--- src/sv/tslb_pkg.sv ---
// Shared types and constants for the texture slot LRU binder.
package tslb_pkg;

  localparam int TEX_W      = 32;
  localparam int CFG_W      = 5;
  localparam int SLOT_OUT_W = 4;
  localparam int REQ_W      = 2;

  localparam logic [CFG_W-1:0] CFG_RESET = 5'd16;

  // Request codes
  localparam logic [REQ_W-1:0] REQ_OCCUPY = 2'd0;
  localparam logic [REQ_W-1:0] REQ_PROBE  = 2'd1;
  localparam logic [REQ_W-1:0] REQ_CLEAR  = 2'd2;

  // Controller to datapath commands
  typedef struct packed {
    logic load;     // capture the accepted transaction
    logic compare;  // register tag match and LRU vectors
    logic update;   // resolve slot, update ranks and table, load result
  } cmd_t;

endpackage

--- src/sv/tslb_ctrl.sv ---
// Request sequencer: capture, compare and update steps plus the output handshake.
module tslb_ctrl
  import tslb_pkg::*;
(
  input  logic clk,
  input  logic rst_n,
  input  logic in_valid,
  output logic in_stall,
  output logic out_valid,
  input  logic out_stall,
  output cmd_t cmd
);

  typedef enum logic [1:0] {
    ST_IDLE,
    ST_CMP,
    ST_UPD
  } state_t;

  state_t state_r;
  logic   in_stall_r;
  logic   out_valid_r;
  logic   out_free;

  assign out_free = !out_valid_r || !out_stall;

  always_comb begin
    cmd         = '0;
    cmd.load    = (state_r == ST_IDLE) && in_valid;
    cmd.compare = (state_r == ST_CMP);
    cmd.update  = (state_r == ST_UPD) && out_free;
  end

  always_ff @(posedge clk) begin
    if (!rst_n) begin
      state_r     <= ST_IDLE;
      in_stall_r  <= 1'b0;
      out_valid_r <= 1'b0;
    end else begin
      case (state_r)
        ST_IDLE: begin
          if (in_valid) begin
            state_r    <= ST_CMP;
            in_stall_r <= 1'b1;
          end
        end
        ST_CMP: begin
          state_r <= ST_UPD;
        end
        ST_UPD: begin
          // hold until the previous result has been taken
          if (out_free) begin
            state_r    <= ST_IDLE;
            in_stall_r <= 1'b0;
          end
        end
        default: begin
          state_r    <= ST_IDLE;
          in_stall_r <= 1'b0;
        end
      endcase

      if (cmd.update) begin
        out_valid_r <= 1'b1;
      end else if (out_valid_r && !out_stall) begin
        out_valid_r <= 1'b0;
      end
    end
  end

  assign in_stall  = in_stall_r;
  assign out_valid = out_valid_r;

endmodule

--- src/sv/tslb_datapath.sv ---
// Slot table, recency ranks, fill count, tag compare and result registers.
module tslb_datapath
  import tslb_pkg::*;
#(
  parameter int MAX_SLOTS = 16
)
(
  input  logic                  clk,
  input  logic                  rst_n,
  input  cmd_t                  cmd,
  input  logic [REQ_W-1:0]      in_req_type,
  input  logic [TEX_W-1:0]      in_texture_id,
  input  logic                  cfg_we,
  input  logic [CFG_W-1:0]      cfg_wdata,
  output logic [SLOT_OUT_W-1:0] out_slot_index,
  output logic                  out_was_bound,
  output logic                  out_found
);

  localparam int IW = $clog2(MAX_SLOTS);
  localparam int CW = $clog2(MAX_SLOTS + 1);
  localparam int RW = IW;

  logic [CFG_W-1:0]     cfg_r;
  logic [REQ_W-1:0]     req_r;
  logic [TEX_W-1:0]     id_r;
  logic [TEX_W-1:0]     tex_r [MAX_SLOTS];
  logic [RW-1:0]        rank_r [MAX_SLOTS];
  logic [RW-1:0]        rank_nxt [MAX_SLOTS];
  logic [CW-1:0]        filled_r;
  logic [CW-1:0]        filled_nxt;
  logic [MAX_SLOTS-1:0] match_r;
  logic [MAX_SLOTS-1:0] match_nxt;
  logic [MAX_SLOTS-1:0] lru_r;
  logic [MAX_SLOTS-1:0] lru_nxt;
  logic [MAX_SLOTS-1:0] fill_mask;

  logic [SLOT_OUT_W-1:0] slot_r;
  logic                  bound_r;
  logic                  found_r;

  // update-step signals
  logic                 hit_any;
  logic [MAX_SLOTS-1:0] hit_oh;
  logic [MAX_SLOTS-1:0] lru_oh;
  logic [MAX_SLOTS-1:0] fill_oh;
  logic [MAX_SLOTS-1:0] sel_oh;
  logic [MAX_SLOTS-1:0] tex_we;
  logic [CW-1:0]        usable;
  logic                 can_fill;
  logic                 promote;
  logic [RW-1:0]        old_rank;
  logic [IW-1:0]        sel_idx;
  logic                 bound_nxt;
  logic                 found_nxt;

  // Tag compare and LRU slot detection over the filled slots
  always_comb begin
    for (int i = 0; i < MAX_SLOTS; i++) begin
      fill_mask[i] = CW'(i) < filled_r;
      match_nxt[i] = fill_mask[i] && (tex_r[i] == id_r);
      lru_nxt[i]   = fill_mask[i] && (rank_r[i] == '0);
    end
  end

  always_comb begin
    if (cfg_r == '0) begin
      usable = CW'(1);
    end else if (32'(cfg_r) > 32'(MAX_SLOTS)) begin
      usable = CW'(MAX_SLOTS);
    end else begin
      usable = CW'(cfg_r);
    end
  end

  assign can_fill = filled_r < usable;
  assign hit_any  = |match_r;
  assign hit_oh   = match_r & (~match_r + MAX_SLOTS'(1));

  always_comb begin
    if (lru_r == '0) begin
      lru_oh = MAX_SLOTS'(1);
    end else begin
      lru_oh = lru_r & (~lru_r + MAX_SLOTS'(1));
    end
    for (int i = 0; i < MAX_SLOTS; i++) begin
      fill_oh[i] = CW'(i) == filled_r;
    end
  end

  always_comb begin
    sel_oh     = '0;
    tex_we     = '0;
    promote    = 1'b0;
    bound_nxt  = 1'b0;
    found_nxt  = 1'b0;
    filled_nxt = filled_r;
    old_rank   = '0;
    sel_idx    = '0;
    for (int i = 0; i < MAX_SLOTS; i++) begin
      rank_nxt[i] = rank_r[i];
    end

    case (req_r)
      REQ_OCCUPY: begin
        found_nxt = 1'b1;
        if (hit_any) begin
          sel_oh    = hit_oh;
          promote   = 1'b1;
          bound_nxt = 1'b1;
        end else if (can_fill) begin
          sel_oh     = fill_oh;
          tex_we     = fill_oh;
          filled_nxt = CW'(filled_r + 1'b1);
          for (int i = 0; i < MAX_SLOTS; i++) begin
            if (fill_oh[i]) rank_nxt[i] = RW'(filled_r);
          end
        end else begin
          // evict the least recently used slot
          sel_oh  = lru_oh;
          tex_we  = lru_oh;
          promote = 1'b1;
        end
      end
      REQ_PROBE: begin
        if (hit_any) begin
          sel_oh    = hit_oh;
          bound_nxt = 1'b1;
          found_nxt = 1'b1;
        end
      end
      REQ_CLEAR: begin
        filled_nxt = '0;
        for (int i = 0; i < MAX_SLOTS; i++) begin
          rank_nxt[i] = '0;
        end
      end
      default: begin
      end
    endcase

    for (int i = 0; i < MAX_SLOTS; i++) begin
      if (sel_oh[i]) begin
        old_rank = old_rank | rank_r[i];
        sel_idx  = sel_idx | IW'(i);
      end
    end

    // make the chosen slot most recent; newer slots drop one rank
    if (promote) begin
      for (int i = 0; i < MAX_SLOTS; i++) begin
        if (fill_mask[i] && (rank_r[i] > old_rank)) rank_nxt[i] = rank_r[i] - 1'b1;
        if (sel_oh[i]) rank_nxt[i] = RW'(filled_r - 1'b1);
      end
    end
  end

  always_ff @(posedge clk) begin
    if (!rst_n) begin
      cfg_r    <= CFG_RESET;
      filled_r <= '0;
      for (int i = 0; i < MAX_SLOTS; i++) begin
        rank_r[i] <= '0;
      end
    end else begin
      if (cfg_we) cfg_r <= cfg_wdata;
      if (cmd.update) begin
        filled_r <= filled_nxt;
        for (int i = 0; i < MAX_SLOTS; i++) begin
          rank_r[i] <= rank_nxt[i];
        end
      end
    end
  end

  always_ff @(posedge clk) begin
    if (cmd.load) begin
      req_r <= in_req_type;
      id_r  <= in_texture_id;
    end
    if (cmd.compare) begin
      match_r <= match_nxt;
      lru_r   <= lru_nxt;
    end
    if (cmd.update) begin
      for (int i = 0; i < MAX_SLOTS; i++) begin
        if (tex_we[i]) tex_r[i] <= id_r;
      end
      slot_r  <= SLOT_OUT_W'(sel_idx);
      bound_r <= bound_nxt;
      found_r <= found_nxt;
    end
  end

  assign out_slot_index = slot_r;
  assign out_was_bound  = bound_r;
  assign out_found      = found_r;

endmodule

--- src/sv/texture_slot_lru_binder.sv ---
// Texture slot binder: fully associative slot table with least-recently-used replacement.
//
// A transaction passes through capture, compare and update steps. The accepting cycle
// captures it, the next registers a parallel identifier compare against every filled
// slot, and the update step selects the slot, updates the recency ranks and the table
// and loads the result, which is valid from the following cycle. The controller
// handles one transaction at a time, so in_stall stays high after acceptance until
// the update step completes, and only then is a new transaction taken. Results sit
// in an output register; the next transaction is accepted while a result waits,
// but its final step holds until that result is taken. Clear empties the table in
// one step by zeroing the fill count and ranks. The user must write slots_in_use
// through cfg_we/cfg_wdata only while the block is idle; the block does not enforce it.
module texture_slot_lru_binder
  import tslb_pkg::*;
#(
  parameter int MAX_SLOTS = 16
)
(
  input  logic                  clk,
  input  logic                  rst_n,
  input  logic                  in_valid,
  output logic                  in_stall,
  input  logic [REQ_W-1:0]      in_req_type,
  input  logic [TEX_W-1:0]      in_texture_id,
  output logic                  out_valid,
  input  logic                  out_stall,
  output logic [SLOT_OUT_W-1:0] out_slot_index,
  output logic                  out_was_bound,
  output logic                  out_found,
  input  logic                  cfg_we,
  input  logic [CFG_W-1:0]      cfg_wdata
);

  cmd_t cmd;

  tslb_ctrl u_ctrl (
    .clk       (clk),
    .rst_n     (rst_n),
    .in_valid  (in_valid),
    .in_stall  (in_stall),
    .out_valid (out_valid),
    .out_stall (out_stall),
    .cmd       (cmd)
  );

  tslb_datapath #(
    .MAX_SLOTS (MAX_SLOTS)
  ) u_datapath (
    .clk            (clk),
    .rst_n          (rst_n),
    .cmd            (cmd),
    .in_req_type    (in_req_type),
    .in_texture_id  (in_texture_id),
    .cfg_we         (cfg_we),
    .cfg_wdata      (cfg_wdata),
    .out_slot_index (out_slot_index),
    .out_was_bound  (out_was_bound),
    .out_found      (out_found)
  );

endmodule
--- config.mk ---
export PLATFORM = sky130hd
export DESIGN_NAME = texture_slot_lru_binder
export DESIGN_NICKNAME = d
export VERILOG_FILES = /design/src/sv/tslb_pkg.sv /design/src/sv/tslb_ctrl.sv /design/src/sv/tslb_datapath.sv /design/src/sv/texture_slot_lru_binder.sv
export SDC_FILE = /design/constraint.sdc
export NUM_CORES = 1
export LEC_CHECK = 0
export BUFFER_PORTS_ARGS = -buffer_cell sky130_fd_sc_hd__buf_2
export CAP_MARGIN = 20
export CORE_MARGIN = 3
export CORE_UTILIZATION = 58
export DETAILED_ROUTE_END_ITERATION = 8
export PLACE_DENSITY_LB_ADDON = 0.25
export SYNTH_ARGS = -nofsm -noshare
export SYNTH_HDL_FRONTEND = slang
export SYNTH_SLANG_ARGS = --single-unit
--- constraint.sdc ---
create_clock -name clk -period 7.3 [get_ports clk]
set_input_delay 1.095 -clock clk [delete_from_list [all_inputs] [get_ports clk]]
set_output_delay 1.095 -clock clk [all_outputs]
set_load 0.05 [all_outputs]
==> results of run 1 <==
## worst max-delay path, delay by kind of cell (launching register included)
| family | cells | cell delay [ns] |
|---|---|---|
| adders and majority gates | 2 | 0.61 |
| and+or+nand+nor | 4 | 0.68 |
| buffers and inverters | 2 | 0.72 |
| muxes | 1 | 0.16 |
| DFF | 1 | 0.92 |
| AOI/OAI and AO/OA | 9 | 2.76 |
## cell type report
cell class                 instances  area [um^2]
sequential                       662        19700
fill                            4109        19600
multi-input combinational       1776        12900
clock buffer                      82         1820
timing repair buffer             154         1030
tap                              756          946
clock inverter                    38          375
inverter                          53          199
antenna                            2         5.00
## power by group through the flow
stage                     Sequential (mW)  Combinational, mW  Clock (mW)
after global routing                 4.32              0.741        3.65
after floorplan                      4.37              0.418           0
after CTS                            4.31              0.684        3.50
after detailed placement             4.39              0.679           0
final                                4.32              0.687        3.45
after global placement               4.39              0.655           0
## state kept, by name, indices dropped and copies added, names as in the netlist
signal	cells
u_datapath.tex_r	512
u_datapath.rank_r	64
u_datapath.id_r	32
u_datapath.lru_r	16
u_datapath.match_r	16
u_datapath.cfg_r	5
u_datapath.filled_r	5
u_datapath.out_slot_index	4
u_ctrl.state_r	2
u_datapath.req_r	2
u_ctrl.in_stall	1
u_ctrl.out_valid	1
u_datapath.out_found	1
u_datapath.out_was_bound	1
## how the worst max path moves through the flow
| stage | start | endpoint | slack, ns |
|---|---|---|---|
| after floorplan | u_datapath.cfg_r[4] | u_datapath.rank_r[11][2] | 1.80 |
| after global placement | u_datapath.filled_r[4] | u_datapath.rank_r[6][3] | 1.68 |
| after detailed placement | u_datapath.filled_r[4] | u_datapath.rank_r[13][1] | 1.43 |
| after CTS | u_datapath.filled_r[4] | u_datapath.rank_r[13][1] | 1.39 |
| after global routing | u_datapath.filled_r[4] | u_datapath.rank_r[4][1] | 0.97 |
| final | u_datapath.filled_r[4] | u_datapath.rank_r[6][3] | 1.24 |
## stage by stage
step	total power, mW	area, um^2	instances	utilization	setup slack, ns
after global placement	5.05	34800	3398	0.615	1.68
after CTS	8.50	37000	3519	0.654	1.39
final	8.46	37000	3523	0.654	1.24
after floorplan	4.79	33300	2627	-	1.80
after global routing	8.71	37000	3521	0.654	0.975
after detailed placement	5.07	34800	3399	0.615	1.43
## layout by cell type, fill, tap and decap left out, drive strengths merged, types with 14 or more instances in the layout
cell    instances
a211oi         14
a21oi         114
a221oi         17
a22oi          20
a31oi          15
and3           24
buf           154
clkbuf         82
clkinv         28
dfxtp          14
edfxtp        648
ha            104
inv            55
mux2i          29
nand2         121
nand2b         15
nand3          63
nand4          71
nor2          132
nor2b          26
nor3           54
nor4          114
nor4b          15
o211ai         16
o21a           30
o21ai          88
o22ai          21
xnor2         180
xor2          366
## layer usage
| metal | vias up | global-route usage | routed length, um |
|---|---|---|---|
| li1 | 9998 | - | - |
| met1 | 11600 | 0.450 | 41400 |
| met2 | 1208 | 0.573 | 50400 |
| met3 | 323 | 0.0575 | 7750 |
| met4 | 2 | 0.232 | 7650 |
| met5 | - | 0 | 13 |
## kinds of logic (layout without fill, tap and decap cells)
| logic type | count (synthesis) | count (layout) |
|---|---|---|
| and+or+nand+nor | 683 | 683 |
| AOI/OAI and AO/OA | 410 | 410 |
| adders and majority gates | 104 | 104 |
| other | 0 | 2 |
| buffers and inverters | 189 | 327 |
| muxes | 33 | 33 |
| DFF | 662 | 662 |
| xor gates and xnor gates | 546 | 546 |
==> flow_metrics.tcl, run 1 <==
set metrics [dict create \
    area_delta_synth_final_pct 11.1 \
    leakagePower_nw 12.5 \
    end_kind "flip-flop" \
    drtIter0Drc 2552 \
    final_max_slew_viol_count 0 \
    synth.largest_area_cell "edfxtp_1" \
    min_period_over_period 0.830 \
    clk_latency_ns 0.60 \
    syn-num-nets 2775 \
    whs_path_depth 2 \
    synthTopCellsByCount "648 x edfxtp_1, 366 x xor2_1, 180 x xnor2_1" \
    synth-edff-count 648 \
    syn_area_mm2 0.0333 \
    finalSetupViolCount 0 \
    r2r_setup_slack_ns 1.24 \
    dr.pass1.iters 6 \
    min_from "u_ctrl.in_stall" \
    synthCells 2627 \
    wl_um 107000 \
    wl_per_cell_um 30.4 \
    power-per-cell-area_mw_per_mm2 228 \
    yosys.area.top_type_share 0.584 \
    worstMarginPinSlew_ns 1.19 \
    ctsResizeCount 0 \
    yosysUniqueCellTypes 95 \
    setup_tns_ns 0 \
    p_clk_frac 0.408 \
    die_w_um 246 \
    r2r_cells 18 \
    die_h_um 246 \
    holdBufCountCts 0 \
    layout_min_cycle_time_ns 6.06 \
    drive_gt1_frac 0.114 \
    cts_root_buf "clkbuf_16" \
    cts.clk_slew.worst_paths_ns 0.06 \
    r2r_end "u_datapath.rank_r[6][3]" \
    synthArstFlopShare 0 \
    synth_top_family_by_area "XOR/XNOR gates" \
    combPwrFrac 0.081 \
    synthSimpleGateAreaFrac 0.110 \
    finalClockSkew_ns 0.0205 \
    ios 52 \
    core_mm2 0.0566 \
    numCtsBuffers 69 \
    max-vdd-ir-drop_v 0.000274 \
    first_global_vias 23000 \
    maxCapViolCount 0 \
    hold_ws_ns 0.534 \
    postSynthAreaPerCell_um2 12.7 \
    grt_max_degree 41 \
    switching_share 0.236 \
    yosys.area_share.adder 0.0391 \
    nets 2864 \
    grt_antenna_before_repair 2 \
    cts.htree.levels 3 \
    row_count 87 \
    critPathSlowestCell "dfxtp_1" \
    postCtsSetupBuffers 0 \
    holdCritPathClass "reg2reg" \
    synth_compound_area_frac 0.0824 \
    worstPathMaxFanout 22 \
    synth_ff_type "edfxtp_1" \
    hpwl_um 71100 \
    synth_mux_area_frac 0.0103 \
    clk_path_buf_depth 3 \
    outcome "finished clean" \
    via_per_inst 6.57 \
    ys_ff_latch 662 \
    path_cells "ha_1 -> nand3_1 -> o21ai_2 -> buf_4 -> mux2i_1 -> a22oi_2 -> o221ai_1 -> nor3_2 -> buf_4 -> ha_1 -> nor2b_1 -> o21a_1 -> o21a_1 -> o21ai_1 -> nor2_1 -> a221oi_1 -> a21oi_1 -> a211oi_1" \
    place_congestion 1.06 \
    yosys_warnings 0 \
    port_buffers 51 \
    die_area_mm2 0.0604 \
    tritoncts "yes" \
    crit_arrival_ns 6.49 \
    grt_usage 0.356 \
    seq_power_share 0.511 \
    slew_headroom 0.198 \
    antenna_left 0 \
    via_count 23200 \
    reg2reg_from "u_datapath.filled_r[4]" \
    grt_pass1_wl_um 155000 \
    yosysMostFrequentCell "edfxtp_1" \
    seq_area_frac_synth 0.592 \
    fmax_mhz 165 \
    required_ns 7.73 \
    p_switching_mw 2.00 \
    holdPathEnd "u_ctrl.in_stall" \
    hold_violations 0 \
    cts.sinks 662 \
    start_util 0.589 \
    drc 0 \
    synthXorXnorAreaFrac 0.144 \
    gr-total-overflow 0 \
    cp-start-kind "flip-flop" \
    path_class "reg2reg" \
    internal_power_mw 6.46 \
    rsz0062_at_grt "no" \
    synth_area_leaders "edfxtp_1 58%, xor2_1 9.6%, xnor2_1 4.7%" \
    slowest_delay_ns 0.92 \
]
Note: power is estimated with default switching activity, not from simulation.
==> run 2: changes to the inputs <==
--- a/config.mk
+++ b/config.mk
@@ -8,7 +8,7 @@
 export BUFFER_PORTS_ARGS = -buffer_cell sky130_fd_sc_hd__buf_2
 export CAP_MARGIN = 20
 export CORE_MARGIN = 3
-export CORE_UTILIZATION = 58
+export CORE_UTILIZATION = 57
 export DETAILED_ROUTE_END_ITERATION = 8
 export PLACE_DENSITY_LB_ADDON = 0.25
 export SYNTH_ARGS = -nofsm -noshare
==> constraint.sdc (replaced) <==
create_clock -name clk -period 5.19 [get_ports clk]
set_input_delay 0.7785 -clock clk [delete_from_list [all_inputs] [get_ports clk]]
set_output_delay 0.7785 -clock clk [all_outputs]
set_load 0.05 [all_outputs]
==> run 2 against run 1 <==
  * Core utilization up 0.61 points
  * Highest routed layer unchanged
  * Setup slack worse by 1.1 ns
  * Cell count up 2.3%
  * First-iteration DRC count down 4.2%
  * Maximum frequency up 19%
  * Total power up 41%
==> flow_metrics.tcl, run 2 (synthesized netlist as in run 1, its figures left out) <==
set metrics [dict create \
    outcome "finished clean" \
    nets 2942 \
    first_global_vias 23700 \
    cts.htree.levels 3 \
    r2r_cells 20 \
    crit_arrival_ns 5.42 \
    path_cells "inv_1 -> nand2_1 -> ha_1 -> inv_1 -> o311a_1 -> o21ai_2 -> buf_12 -> mux2_2 -> a21oi_2 -> o221ai_1 -> nor3_2 -> buf_4 -> ha_1 -> nor2b_1 -> o21a_1 -> o21a_1 -> o211ai_1 -> a31oi_2 -> a31oi_1 -> a211oi_1" \
    start_util 0.583 \
    tritoncts "yes" \
    max-vdd-ir-drop_v 0.000368 \
    holdBufCountCts 0 \
    final_util 0.660 \
    final_max_slew_viol_count 0 \
    wl_um 108000 \
    die_area_mm2 0.0614 \
    setup_tns_ns 0 \
    drt-met1-wl_um 40800 \
    area_delta_synth_final_pct 13.2 \
    die_w_um 248 \
    layout_common_cells "648 x edfxtp_1, 366 x xor2_1, 179 x xnor2_1, 175 x buf_4" \
    r2r_end "u_datapath.rank_r[9][1]" \
    cts.clk_slew.worst_paths_ns 0.06 \
    wl_per_cell_um 29.9 \
    port_buffers 51 \
    fmax_mhz 197 \
    nFillCells 4194 \
    worstPathMaxFanout 14 \
    dpl_cell_area_mm2 0.0354 \
    min_period_over_period 0.979 \
    worstMarginPinSlew_ns 1.16 \
    n_antenna_cell 0 \
    final_cell_area_mm2 0.0377 \
    r2r_setup_slack_ns 0.11 \
    drc 0 \
    via_per_inst 6.55 \
    min_from "in_texture_id[21]" \
    leakagePower_nw 12.9 \
    maxCapViolCount 0 \
    die_h_um 248 \
    hold_violations 0 \
    ios 52 \
    grt_pass1_wl_um 157000 \
    largest_reg_flops 512 \
    row_count 87 \
    gr-total-overflow 0 \
    place_congestion 1.05 \
    whs_path_depth 1 \
    rsz0062_at_grt "yes" \
    via_count 23600 \
    antenna_left 0 \
    final.setup.worst_slack_ns 0.109 \
    slew_headroom 0.224 \
    highest_layer "met5" \
    final_common_cell "edfxtp_1" \
    drtIter0Drc 2445 \
    cp-start-kind "flip-flop" \
    top_register "u_datapath.tex_r" \
    grt_max_degree 39 \
    dr.pass1.iters 6 \
    cts.sinks 662 \
    clk_latency_ns 0.63 \
    holdCritPathClass "in2reg" \
    power-per-cell-area_mw_per_mm2 316 \
    holdPathEnd "u_datapath.id_r[21]" \
    numCtsBuffers 70 \
    wl_met2_um 51100 \
    met3_length_um 8180 \
    path_class "reg2reg" \
    critPathSlowestCell "mux2_2" \
    finalClockSkew_ns 0.0267 \
    cts_root_buf "clkbuf_16" \
    top_regs "u_datapath.tex_r x512, u_datapath.rank_r x64, u_datapath.id_r x32" \
    required_ns 5.52 \
    slowest_delay_ns 0.45 \
    layout_min_cycle_time_ns 5.08 \
    hpwl_um 74800 \
    core_mm2 0.0571 \
    reg2reg_from "u_datapath.cfg_r[4]" \
    grt_usage 0.355 \
    finalSetupViolCount 0 \
    dp_slack_ns -0.0917 \
    end_kind "flip-flop" \
    clk_path_buf_depth 3 \
    grt_antenna_before_repair 4 \
    drive_gt1_frac 0.138 \
    hold_ws_ns 0.323 \
]
==> run 2: worst max path at each step <==
stage | from | end | slack (ns) | cells after the start
after floorplan | u_datapath.cfg_r[4] | u_datapath.rank_r[11][2] | 0.15 | 20
after global placement | u_datapath.cfg_r[4] | u_datapath.rank_r[11][2] | 0.07 | 21
after detailed placement | u_datapath.cfg_r[4] | u_datapath.rank_r[0][3] | -0.09 | 20
after CTS | u_datapath.cfg_r[4] | u_datapath.rank_r[13][1] | 0.04 | 22
after global routing | u_datapath.cfg_r[4] | u_datapath.rank_r[9][1] | -0.02 | 22
final | u_datapath.cfg_r[4] | u_datapath.rank_r[9][1] | 0.11 | 20
==> run 2: power by group <==
part / switching (mW) / total, mW / internal [mW]
Clock: 2.14 / 4.83 / 2.69
Combinational: 0.616 / 0.972 / 0.357
Sequential: 0.172 / 6.12 / 5.95
==> run 2: through the flow <==
stage | cells | total power [mW]
after floorplan | 2627 | 6.73
after global placement | 3474 | 7.13
after detailed placement | 3475 | 7.17
after CTS | 3600 | 12.0
after global routing | 3603 | 12.3
final | 3603 | 11.9
==> run 2: repair_timing <==
item,in CTS,in global routing
pin swaps,0,3
gates resized for setup,3,15
setup buffers,0,2
endpoints found under the setup margin,16,36
gates cloned,0,0
hold endpoints to repair,0,0
==> run 2: cell type report <==
type                       instances  area, um^2  share of cell area
sequential                       662       19700               0.523
clock buffer                      95        1890              0.0500
inverter                          53         199             0.00527
tap                              756         946              0.0251
clock inverter                    30         304             0.00806
timing repair buffer             231        1670              0.0442
multi-input combinational       1776       13000               0.344
==> run 2: routing by layer <==
layer	global-route usage	up-vias
li1	-	10200
met1	0.443	11800
met2	0.582	1277
met3	0.0610	403
met4	0.212	2
met5	0	-
==> run 2: critical path: cells and delay by family (launching register included) <==
kind	cells	cell delay, ns
muxes	1	0.45
and+or+nand+nor	3	0.49
adders and majority gates	2	0.59
buffers and inverters	4	0.67
DFF	1	0.31
AOI/OAI and AO/OA	10	2.26
==> run 3: changes to the inputs <==
==> constraint.sdc (replaced) <==
create_clock -name clk -period 5.19 [get_ports clk]
set_input_delay 0.519 -clock clk [delete_from_list [all_inputs] [get_ports clk]]
set_output_delay 0.519 -clock clk [all_outputs]
set_load 0.05 [all_outputs]
==> run 3 against run 2 <==
  * Sequential share of layout area fell by 0.25 points
  * Non-clock buffer count increased by 31
  * Total power decreased by 1.1%
  * Critical path type unchanged
  * Largest cell class unchanged
==> flow_metrics.tcl, run 3 (synthesized netlist as in run 1, its figures left out) <==
set metrics [dict create \
    outcome "finished clean" \
    maxCapViolCount 0 \
    die_area_mm2 0.0614 \
    place_congestion 0.998 \
    wl_um 110000 \
    numCtsBuffers 69 \
    gr-total-overflow 0 \
    via_per_inst 6.51 \
    grt_max_degree 65 \
    cts.htree.levels 3 \
    dr.pass1.iters 7 \
    core_mm2 0.0571 \
    crit_arrival_ns 5.33 \
    port_buffers 51 \
    clk_latency_ns 0.63 \
    holdCritPathClass "in2reg" \
    grt_usage 0.361 \
    tritoncts "yes" \
    setup_tns_ns 0 \
    largest_reg_flops 512 \
    drc 0 \
    ios 52 \
    timing.critical_path.mode_cell "buf_4" \
    internal_power_mw 8.89 \
    required_ns 5.53 \
    die_h_um 248 \
    worstPathMaxFanout 11 \
    first_global_vias 23200 \
    rsz0062_at_grt "no" \
    area_delta_synth_final_pct 13.8 \
    min_period_over_period 0.961 \
    path_buf_inv 7 \
    p_clk_frac 0.398 \
    critPathSlowestCell "mux2_2" \
    holdBufCountCts 0 \
    die_w_um 248 \
    cts.sinks 662 \
    drtIter0Drc 2591 \
    placedCellCount 3500 \
    start_util 0.583 \
    fin_cells 3636 \
    layout_min_cycle_time_ns 4.99 \
    final_common_cell "edfxtp_1" \
    finalSetupViolCount 0 \
    seq_power_share 0.517 \
    end_kind "flip-flop" \
    finalClockSkew_ns 0.0351 \
    final_max_slew_viol_count 0 \
    p_switching_mw 2.90 \
    top_register "u_datapath.tex_r" \
    path_cells "inv_1 -> nand2_1 -> ha_1 -> inv_1 -> o311a_1 -> o21ai_2 -> buf_12 -> mux2_2 -> buf_4 -> a21oi_2 -> o221ai_2 -> nor3_4 -> buf_4 -> buf_4 -> ha_1 -> nor2b_1 -> o21a_1 -> o21a_1 -> o21ai_0 -> buf_4 -> a21oi_1 -> a211oi_2 -> nor3_1" \
    worstMarginPinSlew_ns 1.15 \
    power-per-cell-area_mw_per_mm2 311 \
    hold_violations 0 \
    path_class "reg2reg" \
    multi_input_area_mm2 0.0130 \
    fmax_mhz 200 \
    total_power_mw 11.8 \
    dp_slack_ns -0.639 \
    nFillCells 4149 \
    layout_common_cells "648 x edfxtp_1, 366 x xor2_1, 206 x buf_4, 179 x xnor2_1" \
    grt_pass1_wl_um 159000 \
    top_regs "u_datapath.tex_r x512, u_datapath.rank_r x64, u_datapath.id_r x32" \
    switching_share 0.246 \
    antenna_left 0 \
    slowest_delay_ns 0.36 \
    via_count 23700 \
    max-vdd-ir-drop_v 0.000349 \
    path_delay_family "compound AO/OA/AOI/OAI gates" \
    cts_root_buf "clkbuf_16" \
    regArea_mm2 0.0197 \
    row_count 87 \
    wl_per_cell_um 30.2 \
    leakagePower_nw 13.1 \
    combPwrFrac 0.086 \
    cp-start-kind "flip-flop" \
    cts.clk_slew.worst_paths_ns 0.06 \
    slew_headroom 0.236 \
    hpwl_um 75600 \
    clk_path_buf_depth 3 \
    drive_gt1_frac 0.149 \
    final.setup.worst_slack_ns 0.201 \
    grt_antenna_before_repair 2 \
    nets 2972 \
]
## run 3: worst paths after layout
check                           slack, ns  cells past startpoint                 endpoint           startpoint
worst max register to register       0.20                     23  u_datapath.rank_r[4][0]  u_datapath.cfg_r[4]
worst max-delay path                 0.20                     23  u_datapath.rank_r[4][0]  u_datapath.cfg_r[4]
worst min-delay path                 0.06                      1      u_datapath.id_r[16]    in_texture_id[16]
worst min register to register       0.53                      2          u_ctrl.in_stall      u_ctrl.in_stall
## run 3: cell type report
type	instances	share of cell area
tap	756	0.0249
clock inverter	35	0.00799
multi-input combinational	1776	0.343
inverter	53	0.00525
sequential	662	0.521
clock buffer	88	0.0482
timing repair buffer	262	0.0502
antenna	4	0.000264
## run 3: what timing repair did
action | in CTS | in global routing
pin swaps | 1 | 6
endpoints found under the setup margin | 61 | 32
buffers inserted | 3 | 5
resized for setup | 7 | 10
## run 3: metal layers
| layer | global-route usage | part of all wire | vias up |
|---|---|---|---|
| met4 | 0.203 | 0.069 | 2 |
| met2 | 0.591 | 0.47 | 1259 |
| met3 | 0.0608 | 0.075 | 369 |
| met1 | 0.457 | 0.38 | 11800 |
| li1 | - | - | 10200 |
| met5 | 0 | 0.00011 | - |
## run 3: through the flow
| stage | hold WS [ns] | utilization | instance area [um^2] |
|---|---|---|---|
| 5_1_grt | 0.0400 | 0.663 | 37900 |
| 4_1_cts | 0.0344 | 0.662 | 37800 |
| 3_3_place_gp | 0.490 | 0.623 | 35600 |
| 3_5_place_dp | 0.512 | 0.623 | 35600 |
| 2_1_floorplan | 0.451 | - | 33300 |
| 6_report | 0.0618 | 0.663 | 37900 |
## run 3: power by group through the flow
stage               Clock, mW  Combinational (mW)  Sequential, mW
finish                   4.69                1.01            6.09
CTS                      4.73               0.999            6.08
detailed placement          0               0.987            6.19
global placement            0               0.958            6.19
floorplan                   0               0.588            6.15
global route             4.95                1.09            6.09
